===== src/rtl/firl_pkg.sv =====
// shared constants, command codes and status types of the long fir filter
package firl_pkg;

  localparam int MAX_TAPS_DEF    = 2048;
  localparam int SAMPLE_BITS_DEF = 16;

  localparam int COEF_INDEX_W = 11;
  localparam int OPCODE_W     = 2;
  localparam int CFG_W        = 12;
  localparam logic [CFG_W-1:0] TAP_COUNT_RESET = 12'd2000;

  localparam int CMD_DEPTH = 4;

  localparam logic [OPCODE_W-1:0] OP_LOAD   = 2'd0;
  localparam logic [OPCODE_W-1:0] OP_SAMPLE = 2'd1;
  localparam logic [OPCODE_W-1:0] OP_CLEAR  = 2'd2;

  typedef enum logic [1:0] {
    CMD_LOAD,
    CMD_SAMPLE,
    CMD_CLEAR
  } cmd_kind_t;

  localparam int KIND_W = 2;

  typedef enum logic [1:0] {
    ST_IDLE,
    ST_MAC,
    ST_DRAIN,
    ST_ROUND
  } back_state_t;

  typedef struct packed {
    logic full;
    logic empty;
  } fifo_stat_t;

  typedef struct packed {
    logic busy;
    logic finishing;
  } back_stat_t;

endpackage


===== src/rtl/firl_cmd_fifo.sv =====
// short command queue between the input side and the filter engine
module firl_cmd_fifo import firl_pkg::*; #(
  parameter int WIDTH = 1
) (
  input  logic             clk,
  input  logic             rst_n,
  input  logic             push,
  input  logic [WIDTH-1:0] push_data,
  input  logic             pop,
  output logic [WIDTH-1:0] pop_data,
  output fifo_stat_t       stat
);

  localparam int PTR_W = $clog2(CMD_DEPTH);
  localparam int CNT_W = PTR_W + 1;

  logic [WIDTH-1:0] entry_r [CMD_DEPTH];
  logic [PTR_W-1:0] wr_ptr_r;
  logic [PTR_W-1:0] rd_ptr_r;
  logic [CNT_W-1:0] count_r;
  logic             do_push;
  logic             do_pop;

  assign stat.full  = count_r == CNT_W'(CMD_DEPTH);
  assign stat.empty = count_r == '0;
  assign do_push    = push && !stat.full;
  assign do_pop     = pop && !stat.empty;
  assign pop_data   = entry_r[rd_ptr_r];

  always_ff @(posedge clk) begin
    if (!rst_n) begin
      wr_ptr_r <= '0;
      rd_ptr_r <= '0;
      count_r  <= '0;
    end else begin
      if (do_push) begin
        wr_ptr_r <= wr_ptr_r + PTR_W'(1);
      end
      if (do_pop) begin
        rd_ptr_r <= rd_ptr_r + PTR_W'(1);
      end
      if (do_push && !do_pop) begin
        count_r <= count_r + CNT_W'(1);
      end else if (do_pop && !do_push) begin
        count_r <= count_r - CNT_W'(1);
      end
    end
  end

  always_ff @(posedge clk) begin
    if (do_push) begin
      entry_r[wr_ptr_r] <= push_data;
    end
  end

endmodule


===== config.mk =====
export PLATFORM = sky130hd
export DESIGN_NAME = firl_cmd_fifo
export DESIGN_NICKNAME = d
export VERILOG_FILES = /design/src/rtl/firl_pkg.sv /design/src/rtl/firl_cmd_fifo.sv
export SDC_FILE = /design/constraint.sdc
export NUM_CORES = 1
export LEC_CHECK = 0
export BUFFER_PORTS_ARGS = -buffer_cell sky130_fd_sc_hd__buf_4
export CORE_AREA = 5 5 42 44
export CTS_CLUSTER_SIZE = 14
export DETAILED_ROUTE_END_ITERATION = 8
export DIE_AREA = 0 0 47 49
export PLACE_DENSITY = 0.78
export REMOVE_ABC_BUFFERS = 1
export SKIP_CTS_REPAIR_TIMING = 1
export SLEW_MARGIN = 20
export SYNTH_ARGS = -nofsm -noshare
export SYNTH_HDL_FRONTEND = slang
export SYNTH_SLANG_ARGS = --single-unit

===== constraint.sdc =====
create_clock -name clk -period 2.8 [get_ports clk]
set_input_delay 0.56 -clock clk [delete_from_list [all_inputs] [get_ports clk]]
set_output_delay 0.56 -clock clk [all_outputs]
set_load 0.02 [all_outputs]

## Word-level counts from Yosys, hierarchy flattened

Memories as Yosys holds them, arrays and structs flattened. A register that Yosys moved wholly into a read port is not among the register bits.
Cells that the tools add are included.

- Add/sub/neg operators: 4
- Eq/ne operators: 1
- Multiplexer cells: 6
- Reductions and logical operators: 10

Operator list:

| operator | count |
|---|---|
| 2-to-1 mux 3 bit | 2 |
| adder 2 x 1 -> 2 bit (second input constant) | 2 |
| logical AND 1 bit | 4 |
| logical NOT 1 bit | 4 |
| 2-to-1 mux 2 bit | 2 |
| adder 3 x 1 -> 3 bit (second input constant) | 1 |
| == test 3 bit (second input constant) | 1 |
| logical NOT 3 bit | 1 |
| subtractor 3 x 1 -> 3 bit (second input constant) | 1 |
| 2-to-1 mux 1 bit | 2 |
| nonzero test 2 bit | 1 |

- Flip-flop bits (word level): 7
- Bits in writable memories: 4
- Input bits: 5
- Output and inout bits: 3
- Memories: 1

Memories:

| name | words | bits a word | rd ports | clocked after memory_dff | wr ports | RTL line | text |
|---|---|---|---|---|---|---|---|
| entry_r | 4 | 1 | 1 | 1 | 1 | firl_cmd_fifo.sv:17 | `logic [WIDTH-1:0] entry_r [CMD_DEPTH];` |

## Longest topological paths before layout

Gate-level depths: netlist (run 1).

- Depth in word-level cells: 7
- Gate-level depth with buffers: 9

## Worst setup path before layout (run 1)

Ideal clock, no wire load.

- Path kind: register to register
- From: register count_r[0]
- To: register count_r[2]
- Setup time: 70 ps
- Arrival: 2019 ps
- Slack: 711 ps
- Stages on the path, launching flop included: 10
- Path buffers: 1
- Clock period less this slack: 2089 ps
- Path through: dfxtp_1 nor3b_2 nor2b_1 buf_6 ha_1 inv_1 fa_1 xor2_1 or3_1 a21boi_1

RTL lines:

| item | RTL line | text |
|---|---|---|
| start, declared | firl_cmd_fifo.sv:20 | `logic [CNT_W-1:0] count_r;` |
| start signal, assigned | firl_cmd_fifo.sv:43 | `count_r <= count_r + CNT_W'(1);` |
| start signal, assigned | firl_cmd_fifo.sv:45 | `count_r <= count_r - CNT_W'(1);` |

## Final worst setup path (run 1)

- From: register count_r[0]
- To: register count_r[2]

- Longest elaborated chain between the ends: 6
- Elaborated cells on any way between the ends: 15
- Those cells by class: 2 x add/sub; 1 x eq/ne; 2 x mux; 10 x reduce/logical

RTL lines:

| item |
|---|
| parallel branches: the longest is 6 deep, another holds subtractor 3 x 1 -> 3 bit |

Parallel ways; which one is timed is not known. The select of a mux whose other input is x is not followed.
A chain may end at the register's enable or synchronous reset.

==> implementation parameters, run 1 <==
Parameter                              Value

Status
  Outcome ... finished clean

Drt
  Number of nets with antenna violations after detailed routing ... 0
  Routed WL per cell ... 10.9 um
  Sum of routed wire length over all layers ... 862 um
  Overall via count from detail_route ... 386
  Detailed Routing Iterations Pass 1 ... 2
  Initial drt markers ... 1
  Total DRC errors in the routed layout ... 0
  Drt via density ... 4.89

Die
  Initial standard-cell utilization of the core ... 45.1%
  Top-Level Pins ... 8
  Standard-cell rows ... 14
  Die Ht ... about 49 um
  Core footprint ... between 1000 and 1500 sq um
  Floorplan die area ... 2300 sq um
  Overall die width ... around 47 um

Timing
  Clock tree skew after final layout ... between 0.002 and 0.0025 ns
  Total Neg Setup Slack ... 0 ns
  Count of pins over their slew limit ... 0
  Minimum clock period ... around 2.2 ns
  Fmax ... approximately 460 MHz
  Headroom to the max-slew limit ... 79.5%
  PnR worst setup slack ... 0.620 ns
  Actual slew at the worst max-slew pin ... 0.302 ns
  Tcrit/Tclk final ... 77.9%
  RSZ-0062 raised after global routing ... false
  Final hold violation count ... 0
  Final count of negative-setup-slack endpoints ... 0

Power and ir drop
  Total Power ... 0.645 mW
  Power density relative to cell area ... 892 nW/um^2
  Leak Pwr ... 0.303 nW
  Worst voltage drop across the vdd grid ... about 0.53 mV

Finish
  N_diodes ... 0
  Net count, final ... 75
  Fin util ... 51.6%
  Cell area after layout ... 723 sq um
  Fraction of layout cells with a size suffix above 1 ... between 20% and 30%
  Area grow syn2layout ... 14.5%

Min path
  Worst Hold Class ... in -> reg

Setup path
  Worst reg-to-reg setup slack ... 0.62 ns
  Required time at the endpoint of the critical path ... ~3.0 ns
  CP Cell Sequence ... nor3b_2, nor2b_1, buf_4, ha_1, inv_1, fa_1, xor2_1, or3_1, a21boi_1
  Type of the worst setup path ... reg -> reg
  Bufs and invs on worst path ... 2
  Family of cells with the greatest summed delay on the critical path ... adder cells
  Kind of launch point of the worst setup path ... flop
  Kind of capture point of the worst setup path ... flop
  Crit-path max cell delay ... ~0.49 ns
  Data arrival time of the worst path ... approximately 2.4 ns
  Slowest cell on the critical path ... dfxtp_1
  Critical path fanouts, max ... 7

Global routing
  Global route overflow ... 0
  Initial antenna violation count ... 0
  Number of global-route vias before repair ... ~350
  First-pass GRT wire length ... 1410 um
  Pin count of the biggest net entering global routing ... 11
  Total routing usage reported by global routing ... 8.66%

CTS
  Num Clock Sinks ... 13
  Worst skew pair latency ... 0.27 ns
  CTS buffer count ... 3
  TritonCTS clock tree ... done
  H-Tree Depth ... 1
  Root Driver ... clkbuf_4
  Register clock-pin slew on the reported worst setup and hold paths ... around 0.08 ns
  Maximum number of buffers from clock root to sink ... 2

Yosys
  Post-synthesis instance area ... 632 sq um
  Top cell type by total area after synthesis ... dfxtp_1
  Number of enable flip-flop cells after synthesis ... 4
  Sequential element share of the synthesized area ... a little under half
  Commonest cells in the synthesized netlist ... 9 x dfxtp_1, 8 x and2_1, 5 x ha_1
  Prevailing post-synth register cell ... dfxtp_1
  Biggest area contributors in the synthesized netlist ... dfxtp_1 29%, edfxtp_1 19%, ha_1 9.9%
  Synthesized area per cell ... roughly 12 sq um
  Dominant cell by count in the synthesized netlist ... dfxtp_1
  Area fraction of the dominant cell type after synthesis ... ~29%
  Synth async-reset ratio ... 0%
  Yosys warning total ... 0
  Number of standard cells after synthesis ... 53
  Synthesized flop and latch total ... 13
  Unique masters post-synth ... 21

Placed design
  Final HPWL from detailed placement ... 676 um
  Pre-CTS worst setup slack ... 0.562 ns
  RePlAce Congestion ... between 0.7 and 0.8
  Area post-placement ... 697 sq um
  Count of port buffers added during placement ... 7

Run
  Number of maximum-capacitance constraint violations ... 0
-- per-layer routing --
metal / global-route usage, % / share of wire (%)
met1: 9.93 / 43
met2: 12.9 / 49
met3: 4.43 / 5.2
met4: 4.15 / 2.2
met5: 0 / 0
-- cells in the final DEF, fill, tap and decap left out, types with 2 or more instances in the layout --
master / instances
buf_4: 8
inv_1: 3
and2_1: 8
dfxtp_1: 9
mux2i_1: 3
edfxtp_1: 4
nor2b_1: 2
nand2_1: 4
ha_1: 5
clkbuf_4: 3
xnor2_1: 3
-- final cells by class --
type                            instances  area [sq um]
Clock buffer                            4          26.3
Fill cell                             140           678
Inverter                                3          11.3
Multi-Input combinational cell         35           305
Sequential cell                        13           300
Tap cell                               16          20.0
Timing Repair Buffer                    8          60.1
-- final timing paths --
path,start,endpoint,cells past startpoint
max,count_r[0]$_SDFFE_PN0P_,count_r[2]$_SDFFE_PN0P_,9
min,push_data,entry_r[2]$_DFFE_PP_,1
max reg2reg,count_r[0]$_SDFFE_PN0P_,count_r[2]$_SDFFE_PN0P_,9
min reg2reg,wr_ptr_r[1]$_SDFFE_PN0P_,wr_ptr_r[1]$_SDFFE_PN0P_,2
-- cells by family after synthesis --
family | count (synthesis) | share of synthesized area (%)
compound gates | 4 | 5.35
xor+xnor | 4 | 5.55
fa+ha+maj | 6 | 13.1
buf+inv | 5 | 4.16
flops | 13 | 47.5
mux | 4 | 8.32
simple gates | 17 | 16.0
-- worst reg2reg max path, stage by stage, from the launching register on --
cell and delay (ns):
dfxtp_1 0.49, nor3b_2 0.09, nor2b_1 0.11, buf_4 0.16
ha_1 0.19, inv_1 0.07, fa_1 0.38, xor2_1 0.18
or3_1 0.31, a21boi_1 0.13
-- report_power, final --
group / total [mW] / internal, mW / switching, mW
clock network: 0.115 / 0.0552 / 0.0594
logic: 0.244 / 0.131 / 0.113
registers: 0.286 / 0.241 / 0.0454
total: 0.645 / 0.427 / 0.218
-- metrics by stage --
step                      hold slack [ns]  cells
after floorplan                     0.468     51
after global placement              0.488     75
after detailed placement            0.500     75
after CTS                           0.483     79
after global routing                0.468     79
final                               0.485     79
(Power assumes the default switching activity.)
==> run 2: changes to the inputs <==
==> constraint.sdc (replaced) <==
create_clock -name clk -period 2.2 [get_ports clk]
set_input_delay 0.44 -clock clk [delete_from_list [all_inputs] [get_ports clk]]
set_output_delay 0.44 -clock clk [all_outputs]
set_load 0.02 [all_outputs]
==> run 2 against run 1 <==
Worst hold slack worse by 0.11 ns. Critical endpoint unchanged. Die area stayed put. Largest cell class unchanged. Fmax up 4.7%. Flip-flop and latch count unchanged. Sequential power grew 29%. Clock power rose by 23%. Core utilization grew 0.36 points. First-iteration DRC count grew to 7.0 times the previous value. Via count grew 0.26%.
==> implementation parameters, run 2 (synthesized netlist as in run 1, its figures left out) <==
Parameter                              Value

CTS
  CTS buffer count ... 3 (unchanged)
  Root Driver ... clkbuf_4 (unchanged)
  TritonCTS clock tree ... done (unchanged)
  H-Tree Depth ... 1 (unchanged)
  Num Clock Sinks ... 13 (unchanged)
  Worst skew pair latency ... 0.27 ns (about the same)
  Register clock-pin slew on the reported worst setup and hold paths ... 0.08 ns (about the same)
  Maximum number of buffers from clock root to sink ... 2 (unchanged)

Finish
  Cell area after layout ... 728 sq um (was 723 sq um)
  Multi-input gate area in the final layout ... 308 sq um (was 305 sq um)
  Total of fill cells in the finished design ... 125 (was 140)
  Commonest non-fill, non-tap cells in the layout ... 8 x and2_1, 8 x buf_4, 7 x dfxtp_1 (was 9 x dfxtp_1, 8 x and2_1, 8 x buf_4)
  N_diodes ... 0 (unchanged)
  Area grow syn2layout ... 15.2% (was 14.5%)
  Fraction of layout cells with a size suffix above 1 ... 27.0% (was 22.2%)
  Net count, final ... 75 (unchanged)
  Sequential Area ... 303 sq um (was 300 sq um)

Die
  Core footprint ... 1400 sq um (unchanged)
  Standard-cell rows ... 14 (unchanged)
  Die Ht ... 49 um (unchanged)
  Top-Level Pins ... 8 (unchanged)
  Floorplan die area ... 2300 sq um (unchanged)
  Overall die width ... 47 um (unchanged)
  Initial standard-cell utilization of the core ... 45.1% (unchanged)

Timing
  Worst hold slack ... 0.377 ns (was 0.485 ns)
  RSZ-0062 raised after global routing ... false (unchanged)
  Headroom to the max-slew limit ... 79.5% (about the same)
  Count of pins over their slew limit ... 0 (unchanged)
  Fmax ... 480 MHz (was 459 MHz)
  Final count of negative-setup-slack endpoints ... 0 (unchanged)
  Clock tree skew after final layout ... 0.0103 ns (was 0.00235 ns)
  Actual slew at the worst max-slew pin ... 0.302 ns (about the same)
  Final hold violation count ... 0 (unchanged)
  PnR worst setup slack ... 0.117 ns (was 0.620 ns)
  Minimum clock period ... 2.08 ns (was 2.18 ns)
  Tcrit/Tclk final ... 94.7% (was 77.9%)

Global routing
  Initial antenna violation count ... 0 (unchanged)
  Number of global-route vias before repair ... 394 (was 348)
  First-pass GRT wire length ... 1500 um (was 1410 um)
  Pin count of the biggest net entering global routing ... 11 (unchanged)
  Global route overflow ... 0 (unchanged)
  Total routing usage reported by global routing ... 8.86% (was 8.66%)

Power and ir drop
  Worst voltage drop across the vdd grid ... 0.634 mV (was 0.526 mV)
  Leak Pwr ... 0.304 nW (was 0.303 nW)
  Power density relative to cell area ... 1130 nW/um^2 (was 892 nW/um^2)
  Total Power ... 0.825 mW (was 0.645 mW)

Placed design
  Count of port buffers added during placement ... 7 (unchanged)
  Pre-CTS worst setup slack ... 0.0727 ns (was 0.562 ns)
  RePlAce Congestion ... 0.698 (was 0.744)
  Area post-placement ... 697 sq um (unchanged)

Setup path
  Crit-path max cell delay ... 0.38 ns (was 0.49 ns)
  Type of the worst setup path ... reg -> reg (unchanged)
  Slowest cell on the critical path ... fa_1 (was dfxtp_1)
  Kind of launch point of the worst setup path ... flop (unchanged)
  Bufs and invs on worst path ... 1 (was 2)
  Required time at the endpoint of the critical path ... 2.40 ns (was 3.01 ns)
  CP Cell Sequence ... o31ai_2, ha_1, inv_1, fa_1, xor2_1, or3_1, a21boi_1 (was nor3b_2, nor2b_1, buf_4, ha_1, inv_1, fa_1, xor2_1, or3_1, a21boi_1)
  Worst reg-to-reg setup slack ... 0.12 ns (was 0.62 ns)
  Family of cells with the greatest summed delay on the critical path ... adder cells (unchanged)
  Kind of capture point of the worst setup path ... flop (unchanged)
  Data arrival time of the worst path ... 2.28 ns (was 2.39 ns)
  Critical path fanouts, max ... 6 (was 7)

Drt
  Routed WL per cell ... 10.7 um (was 10.9 um)
  Sum of routed wire length over all layers ... 846 um (was 862 um)
  Drt via density ... 4.90 (was 4.89)
  Total DRC errors in the routed layout ... 0 (unchanged)
  Initial drt markers ... 7 (was 1)
  Overall via count from detail_route ... 387 (was 386)
  Detailed Routing Iterations Pass 1 ... 4 (was 2)
  Number of nets with antenna violations after detailed routing ... 0 (unchanged)

Run
  Number of maximum-capacitance constraint violations ... 0 (unchanged)

Min path
  Worst Hold Class ... in -> reg (unchanged)

Status
  Outcome ... finished clean (unchanged)
-- run 2: cell counts in the layout (fill, tap and decap cells not counted) --
No cell type changed its count.
-- run 2: power breakdown --
part | internal, mW | switching (mW)
clock | 0.0700 | 0.0708
sequential | 0.310 | 0.0594
combinational | 0.168 | 0.146
total | 0.548 | 0.276
-- run 2: path summary, 6_finish.rpt --
path | start | to | cells after the start
setup / recovery | count_r[1]$_SDFFE_PN0P_ | count_r[2]$_SDFFE_PN0P_ | 7
hold / removal | push_data | entry_r[2]$_DFFE_PP_ | 1
setup reg to reg | count_r[1]$_SDFFE_PN0P_ | count_r[2]$_SDFFE_PN0P_ | 7
hold reg to reg | wr_ptr_r[1]$_SDFFE_PN0P_ | wr_ptr_r[1]$_SDFFE_PN0P_ | 2
-- run 2: area by class of cell --
| class | count | area share [%] |
|---|---|---|
| multi-input cells | 35 | 42.3 |
| flip-flops and latches | 13 | 41.6 |
| repair buffers | 8 | 8.25 |
| clock buffers | 4 | 3.61 |
| well taps | 16 | 2.75 |
| inverters | 3 | 1.55 |
-- run 2: routing by layer --
metal  routed length [um]  part of all wire (%)  GRT usage [%]  up-vias
met3                   35                   4.1           4.43        2
met1                  350                    41           10.1      183
met5                    0                     0              0        -
li1                     -                     -              -      198
met4                    6                  0.71           1.38        0
met2                  452                    53           14.7        4
-- run 2: per-stage QoR --
step,instances,setup TNS [ns],util (%)
floorplan,51,-0.0153,-
global placement,75,0,49.7
detailed placement,75,0,49.7
CTS,79,0,51.6
global route,79,0,52.0
finish,79,0,52.0
